$ cat src/hdl/rasum_pkg.sv
// Package: shared widths, codes and command types for the range-add/range-sum store.
`default_nettype none
package rasum_pkg;
    localparam int MAX_ELEMENTS_DEF = 1024;
    localparam int IDX_W   = 11;
    localparam int DATA_W  = 64;
    localparam int AMT_W   = 32;
    localparam int OP_W    = 2;
    localparam int CMP_W   = 17;
    localparam int CMD_ADDR_W = 16;

    localparam logic [IDX_W-1:0] ELEM_COUNT_RST = 11'd1024;

    typedef logic [OP_W-1:0] t_op;
    localparam t_op OP_LOAD = 2'd0;
    localparam t_op OP_ADD  = 2'd1;
    localparam t_op OP_SUM  = 2'd2;

    typedef logic [1:0] t_cmd_kind;
    localparam t_cmd_kind CMD_LOAD = 2'd0;
    localparam t_cmd_kind CMD_ADD  = 2'd1;
    localparam t_cmd_kind CMD_SUM  = 2'd2;
    localparam t_cmd_kind CMD_ZERO = 2'd3;

    typedef struct packed {
        t_cmd_kind              kind;
        logic [CMD_ADDR_W-1:0]  lo;
        logic [CMD_ADDR_W-1:0]  hi;
        logic [DATA_W-1:0]      data;
    } t_cmd;

    typedef struct packed {
        logic full;
        logic empty;
    } t_fifo_stat;

    typedef struct packed {
        logic clearing;
        logic busy;
    } t_back_stat;
endpackage
`default_nettype wire

$ cat src/hdl/rasum_ifs.sv
// Interfaces: input item channel and result channel.
`default_nettype none
interface rasum_in_if;
    logic               valid;
    logic               ready;
    logic [1:0]         operation;
    logic [10:0]        low_index;
    logic [10:0]        high_index;
    logic signed [63:0] load_value;
    logic signed [31:0] add_amount;
    modport source (output valid, operation, low_index, high_index, load_value, add_amount,
                    input ready);
    modport sink   (input valid, operation, low_index, high_index, load_value, add_amount,
                    output ready);
endinterface

`default_nettype wire

$ cat src/hdl/rasum_front.sv
// Front end: accepts items, clips ranges and turns them into commands.
`default_nettype none
module rasum_front #(
    parameter int MAX_ELEMENTS = rasum_pkg::MAX_ELEMENTS_DEF
) (
    rasum_in_if.sink                       i_in,
    input  wire logic [rasum_pkg::IDX_W-1:0] i_elem_count,
    input  wire rasum_pkg::t_fifo_stat     i_fifo_stat,
    input  wire rasum_pkg::t_back_stat     i_back_stat,
    output logic                           o_push,
    output rasum_pkg::t_cmd                o_cmd
);
    import rasum_pkg::*;

    logic [CMP_W-1:0] top, a, b, a_c, b_c, ec;
    logic             load_ok, nonempty, take;

    assign i_in.ready = !i_fifo_stat.full && !i_back_stat.clearing;
    assign take = i_in.valid && i_in.ready;

    always_comb begin
        ec  = CMP_W'(i_elem_count);
        top = (ec < CMP_W'(MAX_ELEMENTS)) ? ec : CMP_W'(MAX_ELEMENTS);
        a   = CMP_W'(i_in.low_index);
        b   = CMP_W'(i_in.high_index);
        load_ok  = (a >= CMP_W'(1)) && (a <= top);
        a_c = (a < CMP_W'(1)) ? CMP_W'(1) : a;
        b_c = (b > top) ? top : b;
        nonempty = (a_c <= b_c);

        o_cmd.lo   = CMD_ADDR_W'(a_c - CMP_W'(1));
        o_cmd.hi   = CMD_ADDR_W'(b_c - CMP_W'(1));
        o_cmd.kind = CMD_ZERO;
        o_cmd.data = DATA_W'(signed'(i_in.add_amount));
        o_push     = 1'b0;
        unique case (i_in.operation)
            OP_LOAD: begin
                o_cmd.kind = CMD_LOAD;
                o_cmd.data = i_in.load_value;
                o_push     = take && load_ok;
            end
            OP_ADD: begin
                o_cmd.kind = CMD_ADD;
                o_push     = take && nonempty;
            end
            OP_SUM: begin
                o_cmd.kind = nonempty ? CMD_SUM : CMD_ZERO;
                o_push     = take;
            end
            default: begin
                // drop the unused code
                o_push = 1'b0;
            end
        endcase
    end
endmodule
`default_nettype wire

$ cat src/flat_wrapper.sv
// flat-port wrapper written by rule: the top's interface ports become plain ports
module rasum_front_flat import rasum_pkg::*;
#(
    parameter int MAX_ELEMENTS = rasum_pkg::MAX_ELEMENTS_DEF
)
  (i_elem_count, i_fifo_stat, i_back_stat, o_push, o_cmd, i_in_valid, i_in_operation, i_in_low_index, i_in_high_index, i_in_load_value, i_in_add_amount, i_in_ready);
  rasum_in_if i_in_i ();
  input  wire logic [rasum_pkg::IDX_W-1:0] i_elem_count;
  input  wire rasum_pkg::t_fifo_stat i_fifo_stat;
  input  wire rasum_pkg::t_back_stat i_back_stat;
  output logic o_push;
  output rasum_pkg::t_cmd o_cmd;
  input wire logic [$bits(i_in_i.valid)-1:0] i_in_valid;
  input wire logic [$bits(i_in_i.operation)-1:0] i_in_operation;
  input wire logic [$bits(i_in_i.low_index)-1:0] i_in_low_index;
  input wire logic [$bits(i_in_i.high_index)-1:0] i_in_high_index;
  input wire logic [$bits(i_in_i.load_value)-1:0] i_in_load_value;
  input wire logic [$bits(i_in_i.add_amount)-1:0] i_in_add_amount;
  output wire logic [$bits(i_in_i.ready)-1:0] i_in_ready;
  assign i_in_i.valid = i_in_valid;
  assign i_in_i.operation = i_in_operation;
  assign i_in_i.low_index = i_in_low_index;
  assign i_in_i.high_index = i_in_high_index;
  assign i_in_i.load_value = i_in_load_value;
  assign i_in_i.add_amount = i_in_add_amount;
  assign i_in_ready = i_in_i.ready;
  rasum_front #(.MAX_ELEMENTS(MAX_ELEMENTS)) u_core (.i_in(i_in_i), .i_elem_count(i_elem_count), .i_fifo_stat(i_fifo_stat), .i_back_stat(i_back_stat), .o_push(o_push), .o_cmd(o_cmd));
endmodule
$ cat config.mk
export PLATFORM = sky130hd
export DESIGN_NAME = rasum_front_flat
export DESIGN_NICKNAME = d
export VERILOG_FILES = /design/src/hdl/rasum_pkg.sv /design/src/hdl/rasum_ifs.sv /design/src/hdl/rasum_front.sv /design/src/flat_wrapper.sv
export SDC_FILE = /design/constraint.sdc
export NUM_CORES = 1
export LEC_CHECK = 0
export BUFFER_PORTS_ARGS = -buffer_cell sky130_fd_sc_hd__buf_4
export CORE_MARGIN = 8
export CORE_UTILIZATION = 34
export DETAILED_ROUTE_END_ITERATION = 8
export PLACE_DENSITY = 0.85
export SLEW_MARGIN = 20
export SYNTH_ARGS = -nofsm -noshare
export SYNTH_HDL_FRONTEND = slang
export SYNTH_SLANG_ARGS = --single-unit
$ cat constraint.sdc
create_clock -name vclk -period 3.8
set_clock_uncertainty 0.1 [all_clocks]
set_input_delay 0.19 -clock vclk [all_inputs]
set_output_delay 0.19 -clock vclk [all_outputs]
set_load 0.01 [all_outputs]
==> impl_results.rst <==
.. list-table::
   :header-rows: 1

   * - Metric
     - Value
   * - Sequential cell count of the final layout
     - 0
   * - Cell Pwr Density
     - 164 nW/um^2
   * - Simple logic cell fraction of the synthesized area
     - 21.2%
   * - Top cell types by occurrence after synthesis
     - a21o_1, ha_1, mux2_2
   * - Number of top-level pins
     - 236
   * - Post-synthesis cell area
     - 2330 um^2
   * - Max_slew headroom
     - 51.4%
   * - Largest fanout on the critical path
     - 5
   * - Setup repair after global routing missed its margin
     - true
   * - Antenna diode count
     - 0
   * - Share of synthesized area spent on multiplexers
     - 20.2%
   * - Fraction of layout cells with a size suffix above 1
     - 62.8%
   * - Final setup TNS
     - -0.192 ns
   * - Final min period
     - 3.90 ns
   * - Vias per cell
     - 5.36
   * - Post-synthesis cell type count
     - 43
   * - Biggest area consumer among synthesized cells
     - ha_1
   * - Crit start category
     - input port
   * - Final hold violation count
     - 0
   * - Delay of the slowest cell on the worst path
     - 0.39 ns
   * - Drt drc
     - 0
   * - Highest clock frequency the design can meet
     - 0.257 GHz
   * - Portion of synthesized cell area occupied by the leading cell type
     - 18.8%
   * - Post-Route WL
     - 13500 um
   * - Register area share after synthesis
     - 0%
   * - Via count of the first global-routing pass
     - 3760
   * - Layout area overhead
     - 103%
   * - Global-route usage over all layers
     - 25.2%
   * - Count of routing violations after the opening detailed-route iteration
     - 236
   * - Data required time at the worst endpoint
     - 3.51 ns
   * - # clk buffers
     - 0
   * - Maxcap violations
     - 0
   * - Wire length of the first global-routing pass
     - 20100 um
   * - Global route overflow
     - 0
   * - Leakage
     - 2.49 nW
   * - Count of standard-cell rows
     - 30
   * - Class of the tightest hold or removal check
     - input port to primary output
   * - Failing checks
     - setup timing
   * - Cells along the critical path
     - buf_12 -> buf_6 -> nand2b_4 -> ha_4 -> nand2_2 -> or3_4 -> o31a_1 -> a31oi_4 -> buf_6 -> mux2i_1 -> ha_1 -> and4_4 -> o21ai_1 -> a31o_2 -> a31oi_4 -> buf_4 -> buf_6 -> a21o_1 -> buf_4
   * - Ys Warns
     - 0
   * - Height of the chip
     - 98.8 um
   * - Data arrival at the endpoint of the critical path
     - 3.61 ns
   * - Compound-Gate Fraction of Synth Area
     - 23.8%
   * - Critical path's slowest cell
     - or3_4
   * - Hold-fix buffers, CTS
     - 0
   * - Top post-synthesis cells by area
     - ha_1, mux2_2, a21o_1
   * - Initial antenna violation count
     - 0
   * - Fraction of synthesized cell area in xor and xnor cells
     - 7.51%
   * - Worst setup margin
     - -0.0972 ns
   * - Setup Viol. Count Final
     - 2
   * - Gate Count Post-Synth
     - 318
   * - Startpoint of the tightest hold check path
     - i_fifo_stat[1]
   * - Count of port buffers added during placement
     - 231
   * - Number of nets at the end of the flow
     - 738
   * - Top cell by count, worst path
     - buf_6
   * - Floorplan die area
     - 9770 um^2
   * - CP startpoint
     - i_elem_count[10]
   * - Kind of capture point of the worst setup path
     - primary output
   * - ANT nets after route
     - 0
   * - Router iterations before antenna repair
     - 5
   * - Placeable Area
     - 6720 um^2
   * - Run status
     - complete, but fails checks
   * - WL/cell
     - 20.9 um
   * - Maximum number of pins on one net before global-route repair
     - 40
   * - Crit Path Class
     - input port to primary output
   * - Share of the cycle needed by the critical path after routing
     - 103%
   * - Post-synthesis share of cell area spent on full adders, half adders and majority gates
     - 18.8%
   * - Hold path depth
     - 3
   * - Endpoint of the worst hold path
     - i_in_ready
   * - DIE WIDTH
     - 98.8 um
   * - Post-detail-place hpwl
     - 11000 um
   * - Starting utilization of the core area
     - 34.7%
   * - Routability congestion estimate
     - 0.911
   * - Worst vdd rail ir drop
     - 0.0798 mV
   * - Dominant combinational cell family by area after synthesis
     - compound AO/OA/AOI/OAI gates
   * - Via count
     - 3458
   * - Worst setup slack after placement
     - -0.211 ns
   * - Final count of pins violating max slew
     - 0
   * - Pin slew with the least headroom to its limit
     - 0.728 ns
   * - Mean Syn Cell Area
     - 7.33 um^2
   * - Reg area
     - 0 um^2
==> where the power goes <==
part	internal [mW]	switching, mW	leakage (nW)
registers	0	0	0
logic	0.424	0.351	2.49
clock network	0	0	0
total	0.424	0.351	2.49
==> layout make-up <==
| cell class | count | area, um^2 |
|---|---|---|
| Tap cell | 80 | 100 |
| Timing Repair Buffer | 274 | 2120 |
| Inverter | 15 | 58.8 |
| Fill cell | 493 | 2000 |
| Multi-Input combinational cell | 276 | 2440 |
==> kinds of logic after synthesis <==
kind of cell | Yosys count
AOI/OAI and AO/OA | 79
muxes | 43
xor gates and xnor gates | 20
and+or+nand+nor | 96
other | 1
buffers and inverters | 44
adders and majority gates | 35
==> layout by cell type (no fill, tap or decap), drive strengths merged, types with 3 or more instances in the layout <==
master and instances:
conb 3, a21o 35, or3 3, nor2b 14, ha 35, nor3 12, and2 3, mux2 32
nand4 4, xnor2 10, buf 274, a21oi 13, o21a 5, nand2b 4, nand2 17, xor2 10
o211ai 3, nor2 20, nand3 8, o21ai 10, mux2i 11, inv 15, a31oi 4
==> what timing repair did <==
action,4_1_cts,5_1_grt
resized for setup,36,23
cloned,1,0
endpoints found under the setup margin,7,7
pin swaps,16,12
setup buffers,5,3
==> worst max-delay path: cells and delay by family <==
kind,cells,cell delay (ns)
adders and majority gates,2,0.59
muxes,1,0.08
AOI/OAI and AO/OA,6,1.18
buffers and inverters,6,0.75
and+or+nand+nor,4,0.82
==> routing by layer <==
| layer | vias up | part of all wire (%) | global-route usage, % |
|---|---|---|---|
| li1 | 1631 | - | - |
| met1 | 1601 | 34 | 25.5 |
| met2 | 188 | 53 | 46.9 |
| met3 | 38 | 9.9 | 8.67 |
| met4 | 0 | 3.4 | 8.15 |
| met5 | - | 0 | 0 |
==> worst max path at each step <==
stage	slack (ns)	cells past startpoint	end
2_1_floorplan	0.04	18	o_push
3_3_place_gp	-0.10	18	o_push
3_5_place_dp	-0.21	18	o_push
4_1_cts	-0.03	18	o_push
5_1_grt	-0.20	18	o_push
6_report	-0.1	19	o_cmd[96]
==> stage by stage <==
step,power (mW),instance area (um^2),hold slack [ns],instances,utilization [%]
2_1_floorplan,0.324,2360,0.330,320,-
3_3_place_gp,0.661,4320,0.527,636,64.3
3_5_place_dp,0.678,4320,0.532,636,64.3
4_1_cts,0.730,4600,0.533,642,68.4
5_1_grt,0.827,4720,0.546,645,70.3
6_report,0.775,4720,0.532,645,70.3
Note: power is estimated with default switching activity, not from simulation.
