$ cat src/hdl/rasum_pkg.sv
// Package: shared widths, codes and command types for the range-add/range-sum store.
`default_nettype none
package rasum_pkg;
    localparam int MAX_ELEMENTS_DEF = 1024;
    localparam int IDX_W   = 11;
    localparam int DATA_W  = 64;
    localparam int AMT_W   = 32;
    localparam int OP_W    = 2;
    localparam int CMP_W   = 17;
    localparam int CMD_ADDR_W = 16;

    localparam logic [IDX_W-1:0] ELEM_COUNT_RST = 11'd1024;

    typedef logic [OP_W-1:0] t_op;
    localparam t_op OP_LOAD = 2'd0;
    localparam t_op OP_ADD  = 2'd1;
    localparam t_op OP_SUM  = 2'd2;

    typedef logic [1:0] t_cmd_kind;
    localparam t_cmd_kind CMD_LOAD = 2'd0;
    localparam t_cmd_kind CMD_ADD  = 2'd1;
    localparam t_cmd_kind CMD_SUM  = 2'd2;
    localparam t_cmd_kind CMD_ZERO = 2'd3;

    typedef struct packed {
        t_cmd_kind              kind;
        logic [CMD_ADDR_W-1:0]  lo;
        logic [CMD_ADDR_W-1:0]  hi;
        logic [DATA_W-1:0]      data;
    } t_cmd;

    typedef struct packed {
        logic full;
        logic empty;
    } t_fifo_stat;

    typedef struct packed {
        logic clearing;
        logic busy;
    } t_back_stat;
endpackage
`default_nettype wire

$ cat src/hdl/rasum_cmd_fifo.sv
// Two-entry command queue between front and back.
`default_nettype none
module rasum_cmd_fifo (
    input  wire logic            i_clk,
    input  wire logic            i_rst_n,
    input  wire logic            i_push,
    input  wire rasum_pkg::t_cmd i_cmd,
    input  wire logic            i_pop,
    output rasum_pkg::t_cmd      o_cmd,
    output rasum_pkg::t_fifo_stat o_stat
);
    import rasum_pkg::*;

    t_cmd       r_mem [2];
    logic       r_wp, r_rp;
    logic [1:0] r_cnt;
    logic [1:0] n_cnt;

    always_comb begin
        n_cnt = r_cnt;
        if (i_push && !i_pop) begin
            n_cnt = r_cnt + 2'd1;
        end else if (i_pop && !i_push) begin
            n_cnt = r_cnt - 2'd1;
        end
    end

    always_ff @(posedge i_clk) begin
        if (!i_rst_n) begin
            r_wp  <= 1'b0;
            r_rp  <= 1'b0;
            r_cnt <= 2'd0;
        end else begin
            if (i_push) begin
                r_wp <= ~r_wp;
            end
            if (i_pop) begin
                r_rp <= ~r_rp;
            end
            r_cnt <= n_cnt;
        end
    end

    always_ff @(posedge i_clk) begin
        if (i_push) begin
            r_mem[r_wp] <= i_cmd;
        end
    end

    assign o_cmd        = r_mem[r_rp];
    assign o_stat.full  = (r_cnt == 2'd2);
    assign o_stat.empty = (r_cnt == 2'd0);
endmodule
`default_nettype wire

$ cat config.mk
export PLATFORM = sky130hd
export DESIGN_NAME = rasum_cmd_fifo
export DESIGN_NICKNAME = d
export VERILOG_FILES = /design/src/hdl/rasum_pkg.sv /design/src/hdl/rasum_cmd_fifo.sv
export SDC_FILE = /design/constraint.sdc
export NUM_CORES = 1
export LEC_CHECK = 0
export BUFFER_PORTS_ARGS = -buffer_cell sky130_fd_sc_hd__buf_4
export CAP_MARGIN = 10
export CORE_MARGIN = 2
export CORE_UTILIZATION = 45
export DETAILED_ROUTE_END_ITERATION = 8
export HOLD_SLACK_MARGIN = 0.06
export PLACE_DENSITY = 0.81
export SYNTH_ARGS = -nofsm -noshare
export SYNTH_HDL_FRONTEND = slang
export SYNTH_SLANG_ARGS = --single-unit
$ cat constraint.sdc
create_clock -name i_clk -period 15.7 [get_ports i_clk]
set_input_delay 3.14 -clock i_clk [delete_from_list [all_inputs] [get_ports i_clk]]
set_output_delay 3.14 -clock i_clk [all_outputs]
set_load 0.01 [all_outputs]
==> flow_metrics.tcl, run 1 <==
set metrics [dict create \
    status "completed" \
    synthSimpleGateAreaFrac_pct 0.731 \
    placementRows 46 \
    synth_fp_nets 430 \
    tns_ns 0 \
    post_cts_resized 0 \
    grt.total_usage_pct 15.0 \
    peakVddDrop_uv 93.8 \
    globalplace.congestion 0.757 \
    postCtsSetupRepairBufs 0 \
    cts_buffers 21 \
    rsz0062_at_grt "no" \
    seqPwrFrac_pct 52.2 \
    slew_headroom_pct 36.4 \
    core_mm2 0.0159 \
    grt_max_degree 73 \
    final_layout_size_suffix_gt1_share_pct 59.3 \
    dr.pass1.iters 4 \
    die_h_um 132 \
    insertion_delay_ns 0.49 \
    synth_warnings 0 \
    crit_type "reg2out" \
    fin_skew_ns 0.0172 \
    avgSynthCellArea_um2 22.5 \
    portBuffers 201 \
    power.leakage_nw 3.66 \
    cp.arrival_ns 2.60 \
    synth_top_area_share_pct 80.0 \
    ys_seq_area_share_pct 81.3 \
    placed_cell_area_mm2 0.00910 \
    cts.sink_count 201 \
    path_max_fanout 52 \
    wl_per_cell_um 17.4 \
    end_kind "output pin" \
    comb_power_share_pct 11.5 \
    syn_inst 327 \
    ant_nets 0 \
    hold_viol_final 0 \
    synth_compound_gate_area_share_pct 0.272 \
    synth_fa_ha_area_share_pct 0.170 \
    p_sw_uw 251 \
    start_util_pct 46.2 \
    synth.area.mux_share_pct 16.0 \
    die_x_um 132 \
    syn_area_mm2 0.00736 \
    wl_um 13400 \
    hpwl_um 9050 \
    dieArea_mm2 0.0174 \
    clockPowerShare_pct 36.4 \
    grt_pass1_wl_um 20800 \
    grt_pass1_vias 4040 \
    clockBufferDepth 3 \
    ys_types 17 \
    powerDensity_mw_per_mm2 125 \
    diodes 0 \
    ys_ff_latch 201 \
    worstMarginPinSlew_ns 0.954 \
    syn_to_final_growth_pct 31.9 \
    max-cap-violations 0 \
    slew_viol_final 0 \
    fmax_mhz 174 \
    min_period_ns 5.74 \
    htreeDepth 1 \
    vias 3754 \
    drt_iter0_drc 269 \
    drc 0 \
    worstHoldPathType "reg2reg" \
    cts_root_buffer "clkbuf_16" \
    layout.cells.non_filler 771 \
    via_per_inst 4.87 \
    required_ns 12.56 \
    synth_xor_area_share_pct 0.357 \
    antenna_found_initial 0 \
    setup_viol 0 \
    start_kind "flip-flop" \
    io_pins 202 \
    sw_frac_of_total_pct 20.7 \
    fin_nets 646 \
    synth_top_family_by_area "multiplexers" \
    p_int_uw 961 \
    grt_overflow 0 \
    synth_area_leaders "edfxtp_1, mux2_2, mux2_4, dfxtp_1, buf_6" \
    final_area_mm2 0.00971 \
    cts_hold_buf 0 \
    clk_pin_slew_ns 0.06 \
    cts_tree "built" \
    synth_area_leader_cell "edfxtp_1" \
    dp_cells 736 \
    fin_crit_sh_pct 36.5 \
]
==> worst max-delay path, stage by stage (launching register included) <==
cell	delay (ns)
dfxtp_4	0.76
buf_4	0.72
mux2_2	0.44
buf_4	0.15
==> flip-flops by register name, indices dropped and copies added (netlist names), named ones only <==
signal	flops
r_mem	196
r_cnt	2
r_rp	1
r_wp	1
==> layer usage <==
| metal | global-route usage, % | wire length, um | vias up |
|---|---|---|---|
| met2 | 26.7 | 7040 | 163 |
| met4 | 4.65 | 299 | 0 |
| met5 | 0 | 0 | - |
| li1 | - | - | 1721 |
| met3 | 4.04 | 950 | 24 |
| met1 | 17.8 | 5160 | 1846 |
==> cell usage in the layout (no fill, tap or decap), drive strengths merged <==
| cell type | count |
|---|---|
| clkinv | 6 |
| ha | 1 |
| xnor2 | 1 |
| a21boi | 1 |
| clkbuf | 27 |
| edfxtp | 196 |
| and2 | 4 |
| dfxtp | 5 |
| nor2b | 3 |
| xor2 | 2 |
| bufinv | 1 |
| mux2 | 98 |
| o21a | 1 |
| or3 | 1 |
| inv | 2 |
| buf | 204 |
| o21ai | 1 |
| nor2 | 1 |
==> cells in the mapped netlist <==
cell	count
a21boi_1	1
o21ai_0	1
xor2_1	2
xnor2_1	1
o21a_1	1
mux2_2	78
dfxtp_1	5
buf_2	7
buf_6	4
nor2b_1	3
edfxtp_1	196
mux2_4	20
ha_1	1
inv_1	1
nor2_1	1
and2_1	4
or3_1	1
==> kinds of logic after synthesis <==
| group | Yosys count |
|---|---|
| compound gates | 3 |
| xor+xnor | 3 |
| fa+ha+maj | 1 |
| buf+inv | 12 |
| flops | 201 |
| mux | 98 |
| simple gates | 9 |
==> power by group through the flow <==
stage	sequential, mW	combinational, mW	clock [mW]
2_1_floorplan	0.639	0.0730	0
3_3_place_gp	0.642	0.138	0
3_5_place_dp	0.644	0.141	0
4_1_cts	0.633	0.141	0.452
5_1_grt	0.635	0.148	0.475
6_report	0.632	0.139	0.441
==> area by class of cell <==
class	instances	area, um^2
Fill cell	1140	6240
Sequential cell	201	5990
Timing Repair Buffer	204	1530
Multi-Input combinational cell	114	1300
Clock buffer	27	548
Tap cell	216	270
Clock inverter	8	62.6
Inverter	1	3.75
==> metrics by stage <==
step / hold WS, ns / power [mW] / worst slack (ns) / util (%)
floorplan: 0.466 / 0.712 / 7.69 / -
global placement: 0.476 / 0.780 / 10.45 / 57.1
detailed placement: 0.538 / 0.785 / 10.41 / 57.1
CTS: 0.549 / 1.23 / 9.92 / 60.9
global route: 0.577 / 1.26 / 9.81 / 60.9
finish: 0.561 / 1.21 / 9.96 / 60.9
==> worst paths after layout <==
| path | startpoint | end | slack (ns) | cells after the start |
|---|---|---|---|---|
| setup / recovery | flip-flop | o_cmd[95] | 9.96 | 3 |
| hold / removal | r_cnt[1] | r_cnt[1] | 0.56 | 2 |
| setup reg to reg | r_wp | r_mem[0][97] | 13.41 | 2 |
| hold reg to reg | r_cnt[1] | r_cnt[1] | 0.56 | 2 |
(Power assumes the default switching activity.)
==> run 2: changes to the inputs <==
--- a/config.mk
+++ b/config.mk
@@ -11,7 +11,7 @@
 export CORE_UTILIZATION = 45
 export DETAILED_ROUTE_END_ITERATION = 8
 export HOLD_SLACK_MARGIN = 0.06
-export PLACE_DENSITY = 0.81
+export PLACE_DENSITY = 0.84
 export SYNTH_ARGS = -nofsm -noshare
 export SYNTH_HDL_FRONTEND = slang
 export SYNTH_SLANG_ARGS = --single-unit
==> constraint.sdc (replaced) <==
create_clock -name i_clk -period 5.2 [get_ports i_clk]
set_input_delay 1.04 -clock i_clk [delete_from_list [all_inputs] [get_ports i_clk]]
set_output_delay 1.04 -clock i_clk [all_outputs]
set_load 0.01 [all_outputs]
==> flow_metrics.tcl, run 2 (synthesis results as in run 1) <==
set metrics [dict create \
    powerDensity_mw_per_mm2 379 \
    grt_overflow 0 \
    fin_skew_ns 0.0104 \
    clockPowerShare_pct 37.0 \
    top_regs "r_mem x196, r_cnt x2" \
    path_cells "buf_16, buf_4, mux2_2, buf_4" \
    slew_headroom_pct 42.3 \
    htreeDepth 1 \
    vias 3719 \
    fin_crit_sh_pct 65.3 \
    diodes 0 \
    ant_nets 0 \
    power.leakage_nw 3.70 \
    sw_frac_of_total_pct 21.0 \
    seqPwrFrac_pct 51.4 \
    die_h_um 132 \
    clk_pin_slew_ns 0.06 \
    dieArea_mm2 0.0174 \
    globalplace.congestion 0.745 \
    start_kind "flip-flop" \
    clockBufferDepth 3 \
    cts_hold_buf 0 \
    dr.pass1.iters 4 \
    crit_slowest_cell "dfxtp_4" \
    wl_um 13800 \
    end_kind "output pin" \
    rsz0062_at_grt "no" \
    insertion_delay_ns 0.48 \
    tns_ns 0 \
    cp.arrival_ns 2.35 \
    busiest_layer "met2" \
    placementRows 46 \
    setup_viol 0 \
    die_x_um 132 \
    start_util_pct 46.2 \
    fin_util_pct 61.4 \
    grt_pass1_vias 3998 \
    drc 0 \
    max-cap-violations 0 \
    max_stage_delay_ns 0.71 \
    required_ns 4.16 \
    met1_usage_pct 17.3 \
    postCtsSetupRepairBufs 0 \
    portBuffers 201 \
    antenna_found_initial 0 \
    worstHoldPathType "reg2reg" \
    cpMostUsedCell "buf_4" \
    syn_to_final_growth_pct 32.9 \
    use_met3_pct 4.54 \
    peakVddDrop_uv 246 \
    final_common_cell "buf_4" \
    min_period_ns 3.39 \
    largest_reg_flops 196 \
    core_mm2 0.0159 \
    status "completed" \
    hold_viol_final 0 \
    crit_type "reg2out" \
    drt_iter0_drc 245 \
    hpwl_um 9070 \
    grt_pass1_wl_um 20900 \
    path_max_fanout 47 \
    p_sw_uw 778 \
    via_per_inst 4.79 \
    io_pins 202 \
    grt_util_met2_pct 27.8 \
    top_register "r_mem" \
    fmax_mhz 295 \
    cts_buffers 21 \
    worstMarginPinSlew_ns 0.866 \
    slew_viol_final 0 \
    grt.total_usage_pct 15.2 \
    p_int_mw 2.93 \
    cts_root_buffer "clkbuf_16" \
    comb_power_share_pct 11.6 \
    grt_max_degree 87 \
    final_layout_size_suffix_gt1_share_pct 60.2 \
    wl_per_cell_um 17.8 \
    cts_tree "built" \
    cts.sink_count 201 \
    post_cts_resized 0 \
    final_cell_mix "buf_4, edfxtp_1, mux2_2" \
    fin_nets 648 \
]
==> run 2: layout make-up <==
class	count	area, um^2
multi-input cells	114	1300
well taps	216	270
clock buffers	30	609
flip-flops and latches	201	5990
clock inverters	8	41.3
inverters	1	3.75
repair buffers	206	1570
fillers	1152	6160
==> run 2: final timing paths <==
check	from	endpoint	slack (ns)	cells past startpoint
setup / recovery	flip-flop	o_cmd[2]	1.81	4
setup reg to reg	r_wp	r_mem[1][76]	3.08	2
hold / removal	r_cnt[1]	r_cnt[1]	0.54	2
hold reg to reg	r_cnt[1]	r_cnt[1]	0.54	2
==> run 2: power groups by stage <==
stage | Sequential, mW | Clock (mW) | Combinational, mW
5_1_grt | 1.92 | 1.48 | 0.457
3_5_place_dp | 1.96 | 0 | 0.417
2_1_floorplan | 1.93 | 0 | 0.221
6_report | 1.91 | 1.37 | 0.430
4_1_cts | 1.92 | 1.41 | 0.419
3_3_place_gp | 1.95 | 0 | 0.406
==> run 2: worst max-delay path, delay by kind of cell (launching register included) <==
kind,cells,cell delay (ns)
buffers and inverters,3,0.76
DFF,1,0.71
muxes,1,0.36
==> run 2: metal layers <==
layer	part of all wire (%)	wire, um
met1	37	5170
met2	53	7380
met3	7.3	1010
met4	1.8	248
met5	0	0
==> run 2: stage by stage <==
step	instance area (um^2)	cells	power, mW	hold WS [ns]	setup slack [ns]
6_report	9780	776	3.71	0.537	1.81
5_1_grt	9780	776	3.85	0.584	1.66
2_1_floorplan	7360	327	2.15	0.466	1.15
3_3_place_gp	9100	737	2.36	0.477	2.08
4_1_cts	9750	775	3.75	0.543	1.52
3_5_place_dp	9100	737	2.37	0.533	2.04
==> run 3: changes to the inputs <==
==> constraint.sdc (replaced) <==
create_clock -name i_clk -period 2.9 [get_ports i_clk]
set_input_delay 0.58 -clock i_clk [delete_from_list [all_inputs] [get_ports i_clk]]
set_output_delay 0.58 -clock i_clk [all_outputs]
set_load 0.01 [all_outputs]
==> flow_metrics.tcl, run 3 (synthesis results as in run 1) <==
set metrics [dict create \
    grt_pass1_vias 4163 \
    wl_met2_um 7150 \
    drt-met1-wl_um 5210 \
    postCtsSetupRepairBufs 0 \
    fmax_mhz 385 \
    drt_iter0_drc 268 \
    dp_cells 739 \
    vias 3751 \
    min_period_ns 2.60 \
    cts_tree "built" \
    powerDensity_mw_per_mm2 672 \
    slew_viol_final 0 \
    slew_headroom_pct 63.5 \
    layout_setup_ws_ns 0.305 \
    path_max_fanout 37 \
    peakVddDrop_uv 552 \
    sw_frac_of_total_pct 20.8 \
    worstMarginPinSlew_ns 0.548 \
    cts.sink_count 201 \
    wl_um 13800 \
    status "completed" \
    insertion_delay_ns 0.47 \
    p_int_mw 5.21 \
    layout.cells.non_filler 774 \
    final_common_cell "buf_4" \
    crit_type "reg2out" \
    fin_skew_ns 0.00430 \
    final_area_mm2 0.00978 \
    final_cell_mix "buf_4, edfxtp_1, mux2_2" \
    placed_cell_area_mm2 0.00917 \
    clk_pin_slew_ns 0.06 \
    max-cap-violations 0 \
    tns_ns 0 \
    top_regs "r_mem x196, r_cnt x2" \
    n_fill_cell 1143 \
    whs_ns 0.288 \
    regArea_mm2 0.00599 \
    hpwl_um 9400 \
    finalPower_mw 6.58 \
    start_util_pct 46.2 \
    required_ns 2.32 \
    met3_length_um 1030 \
    ant_nets 0 \
    cts_hold_buf 0 \
    portBuffers 201 \
    dr.pass1.iters 4 \
    htreeDepth 1 \
    die_x_um 132 \
    wl_per_cell_um 17.8 \
    globalplace.congestion 0.734 \
    power.leakage_nw 3.69 \
    io_pins 202 \
    fin_crit_sh_pct 89.5 \
    seqPwrFrac_pct 52.0 \
    rsz0062_at_grt "no" \
    p_sw_mw 1.37 \
    top_register "r_mem" \
    cts_root_buffer "clkbuf_16" \
    clockBufferDepth 3 \
    via_per_inst 4.85 \
    grt_pass1_wl_um 21300 \
    worstHoldPathType "in2reg" \
    largest_reg_flops 196 \
    comb_power_share_pct 11.8 \
    die_h_um 132 \
    grt.total_usage_pct 15.3 \
    hold_viol_final 0 \
    fin_util_pct 61.4 \
    pre_cts_ws_ns 0.768 \
    cts_buffers 21 \
    grt_overflow 0 \
    core_mm2 0.0159 \
    setup_viol 0 \
    diodes 0 \
    dieArea_mm2 0.0174 \
    cp.arrival_ns 2.02 \
    multi_input_area_mm2 0.00130 \
    final_layout_size_suffix_gt1_share_pct 59.7 \
    syn_to_final_growth_pct 32.9 \
    fin_nets 649 \
    grt_max_degree 68 \
    clockPowerShare_pct 36.2 \
    post_cts_resized 0 \
    top_layer_used "met4" \
    drc 0 \
    end_kind "output pin" \
    start_kind "flip-flop" \
    placementRows 46 \
    antenna_found_initial 0 \
]
[run 3: power groups by stage]
stage          clock, mW  combinational [mW]  sequential, mW
2_1_floorplan          0               0.397            3.45
4_1_cts             2.45               0.789            3.42
6_report            2.38               0.775            3.42
3_3_place_gp           0               0.762            3.47
5_1_grt             2.57               0.825            3.43
3_5_place_dp           0               0.785            3.48
[run 3: layout make-up]
cell class / instances / area share, %
clock buffers: 25 / 5.53
clock inverters: 10 / 0.742
inverters: 1 / 0.0384
multi-input cells: 114 / 13.3
flip-flops and latches: 201 / 61.2
well taps: 216 / 2.76
repair buffers: 207 / 16.4
[run 3: final timing paths]
kind / from / endpoint / slack [ns] / depth (start not counted)
min: i_cmd[85] / r_mem[0][85] / 0.29 / 1
max: flip-flop / o_cmd[29] / 0.30 / 3
min reg2reg: r_cnt[1] / r_cnt[1] / 0.51 / 2
max reg2reg: r_wp / r_mem[1][40] / 1.32 / 2
[run 3: per-layer routing]
layer | vias up | track usage [%]
met5 | - | 0
met4 | 0 | 5.56
met3 | 33 | 4.58
met2 | 148 | 27.4
met1 | 1841 | 17.4
li1 | 1729 | -
[run 3: critical path: stages (launching register included)]
cell     delay [ns]
dfxtp_4        0.70
buf_12         0.29
mux2_2         0.38
buf_4          0.15
